--- src/rtl/sbbf_ram.sv ---
module sbbf_ram #(
  parameter int unsigned WIDTH = 8,
  parameter int unsigned DEPTH = 16
) (
  input  logic                     clk,
  input  logic                     we,
  input  logic [$clog2(DEPTH)-1:0] waddr,
  input  logic [WIDTH-1:0]         wdata,
  input  logic                     re,
  input  logic [$clog2(DEPTH)-1:0] raddr,
  output logic [WIDTH-1:0]         rdata
);

  logic [WIDTH-1:0] mem [DEPTH];
  logic [WIDTH-1:0] rdata_r;

  always_ff @(posedge clk) begin
    if (we) begin
      mem[waddr] <= wdata;
    end
    if (re) begin
      rdata_r <= mem[raddr];
    end
  end

  assign rdata = rdata_r;

endmodule
--- config.mk ---
export PLATFORM = sky130hd
export DESIGN_NAME = sbbf_ram
export DESIGN_NICKNAME = d
export VERILOG_FILES = /design/src/rtl/sbbf_ram.sv
export SDC_FILE = /design/constraint.sdc
export NUM_CORES = 1
export LEC_CHECK = 0
export BUFFER_PORTS_ARGS = -buffer_cell sky130_fd_sc_hd__buf_4
export CORE_ASPECT_RATIO = 0.7
export CORE_MARGIN = 8
export CORE_UTILIZATION = 40
export DETAILED_ROUTE_END_ITERATION = 16
export GPL_TIMING_DRIVEN = 1
export PLACE_DENSITY = 0.64
export SLEW_MARGIN = 20
export SYNTH_ARGS = -nofsm -noshare
export SYNTH_HDL_FRONTEND = slang
export SYNTH_SLANG_ARGS = --single-unit
--- constraint.sdc ---
create_clock -name clk -period 3.01 [get_ports clk]
set_clock_uncertainty 0.15 [all_clocks]
set_input_delay 0.7525 -clock clk [delete_from_list [all_inputs] [get_ports clk]]
set_output_delay 0.7525 -clock clk [all_outputs]
set_load 0.03 [all_outputs]
==> flow_metrics.py <==
metrics = {
    "synthesis": {
        "ys_ff_latch": 136,
        "seq_area_frac_synth_pct": 78.1,
        "yosysWarnings": 0,
        "syn_area_sq_um": 5230,
        "synth_fp_nets": 248,
        "synth_cells": 229,
        "synth_cell_type_count": 18,
        "syn_avg_cell_area_sq_um": 22.8,
    },
    "clock_network": {
        "clk_path_buf_depth": 2,
        "clock_latency_ns": 0.41,
        "cts.sinks": 136,
        "cts_tree": "yes",
        "cts_setup_buffers": 0,
        "holdBufCountCts": 0,
        "h-tree-depth": 4,
        "cts.clk_slew.worst_paths_ns": 0.05,
        "cts_root_buf": "clkbuf_16",
        "numCtsBuffers": 17,
        "postCtsResizedCells": 0,
    },
    "worst_hold_path": {
        "hp-start": "wdata[0]",
        "hold_path_class": "input port to flop",
        "holdPathStages": 1,
        "hold_end": "mem[4][0]",
    },
    "timing": {
        "worst_slew_pin_slew_ns": 0.725,
        "rsz0062_at_grt": "false",
        "min_period_ns": 2.12,
        "hold_violations": 0,
        "slew-limit-headroom_pct": 51.5,
        "setup_tns_ns": 0,
        "final_max_slew_viol_count": 0,
        "clock.fmax_mhz": 471,
        "setup_viol": 0,
        "fin_crit_sh_pct": 70.5,
    },
    "route": {
        "dr.pass1.iters": 6,
        "via_per_inst": 5.34,
        "post_drt_wl_per_cell_um": 22.6,
        "num_vias": 2474,
        "drtAntennaViolNets": 0,
        "first_iter_violations": 200,
        "drc_errors": 0,
        "routed_wl_um": 10500,
    },
    "floorplanning": {
        "die_height_um": 112,
        "dieArea_sq_um": 17000,
        "coreArea_sq_um": 13000,
        "start_util_pct": 40.3,
        "num_rows": 35,
        "die_x_um": 153,
        "io-pin-count": 27,
    },
    "place": {
        "gp_congestion": 0.712,
        "placed_area_sq_um": 5710,
        "hpwl_um": 6780,
        "io_buffers": 26,
    },
    "power_and_ir_drop": {
        "p_int_mw": 3.50,
        "clkPwrFrac_pct": 45.4,
        "p_leak_nw": 2.12,
        "p_sw_share_pct": 19.3,
        "vdd_ir_drop_max_uv": 451,
        "switching_power_mw": 0.838,
        "pwr-share-seq_pct": 49.4,
        "p_comb_share_pct": 5.2,
        "p_per_area_nw_per_um2": 691,
    },
    "critical_path": {
        "r2r-start": "mem[5][0]",
        "cp-start-kind": "input port",
        "worst_r2r_path_depth": 3,
        "r2r_slack_ns": 1.32,
        "r2r_end": "rdata[0]",
        "crit_type": "input port to flop",
        "crit_fanout": 16,
        "cp.required_ns": 3.01,
        "cp.arrival_ns": 2.13,
        "end_kind": "flop",
    },
    "global_route": {
        "grt_use_total_pct": 13.0,
        "antenna_found_initial": 0,
        "grt_pass1_wl_um": 15700,
        "grt_pass1_vias": 2470,
        "grt_max_degree": 33,
        "grt-ovfl-total": 0,
    },
    "layout": {
        "final_cell_mix": "136 x edfxtp_1, 46 x buf_4, 18 x mux4_2",
        "diodes": 0,
        "multiInputGateArea_sq_um": 1060,
        "layout-drive-gt1-share_pct": 30.6,
        "fillers": 1072,
        "fin_area_sq_um": 6280,
        "final_core_utilization_pct": 48.4,
        "register_area_sq_um": 4080,
        "num-nets-final": 304,
        "area_delta_synth_final_pct": 20.1,
        "final_common_cell": "edfxtp_1",
    },
    "run": {
        "drv_cap": 0,
    },
    "outcome": {
        "status": "complete, no violations",
    },
}
## sequential cells by signal, indices dropped and copies added (netlist names)
register  flops
mem         128
rdata         8
## power by group through the flow
stage | Combinational (mW) | Clock [mW] | Sequential (mW)
floorplan | 0.108 | 0 | 2.20
global placement | 0.224 | 0 | 2.18
detailed placement | 0.229 | 0 | 2.18
CTS | 0.229 | 2.01 | 2.15
global route | 0.246 | 2.09 | 2.15
finish | 0.226 | 1.97 | 2.15
## per-stage QoR
stage / hold slack (ns) / power, mW / setup slack (ns) / cells
2_1_floorplan: 0.555 / 2.31 / 0.615 / 229
3_3_place_gp: 0.576 / 2.41 / 0.445 / 432
6_report: 0.492 / 4.34 / 0.888 / 463
3_5_place_dp: 0.586 / 2.41 / 0.453 / 432
4_1_cts: 0.479 / 4.38 / 0.889 / 463
5_1_grt: 0.490 / 4.49 / 0.808 / 463
## per-layer routing
layer  share of wire, %  GRT usage (%)  vias up
li1                   -              -     1093
met1                 48           18.8     1278
met2                 42           17.1       95
met3                8.8           5.15        8
met4               0.59           4.73        0
met5                  0              0        -
## worst max path at each step
stage	slack [ns]	cells after the start	startpoint	end
6_report	0.89	5	raddr[0]	rdata[3]
5_1_grt	0.81	5	raddr[0]	rdata[3]
4_1_cts	0.89	5	raddr[0]	rdata[6]
3_5_place_dp	0.45	5	raddr[0]	rdata[6]
3_3_place_gp	0.45	5	raddr[0]	rdata[2]
2_1_floorplan	0.61	2	waddr[2]	mem[0][0]
## critical path, stage by stage
cell,delay [ns]
buf_4,0.26
buf_12,0.22
mux4_1,0.56
a22oi_1,0.26
nand2_1,0.08
## area by class of cell
cell class | instances | area share, %
repair buffers | 47 | 5.82
multi-input cells | 83 | 16.8
clock buffers | 18 | 6.83
well taps | 166 | 3.31
flip-flops and latches | 136 | 65.0
clock inverters | 13 | 2.17
## cell families after synthesis
kind of cell	Yosys count	share of synthesized area [%]
AO/OA/AOI/OAI	16	2.30
buffers and inverters	10	1.65
flip-flops	136	78.1
multiplexers	32	14.8
AND/OR/NAND/NOR	35	3.14
## cells in the mapped netlist, drive strengths merged
cell type / n / area (sq um)
or3b: 1 / 8.76
nor3: 4 / 20.0
and2b: 1 / 7.51
buf: 7 / 56.3
clkdlybuf4s25: 3 / 30.0
nor2: 13 / 48.8
mux4: 32 / 773
nand2: 9 / 33.8
nand3b: 2 / 15.0
nand3: 1 / 5.00
edfxtp: 136 / 4080
nor2b: 1 / 6.26
nand2b: 2 / 12.5
and2: 1 / 6.26
a22oi: 16 / 120
Note: power is estimated with default switching activity, not from simulation.
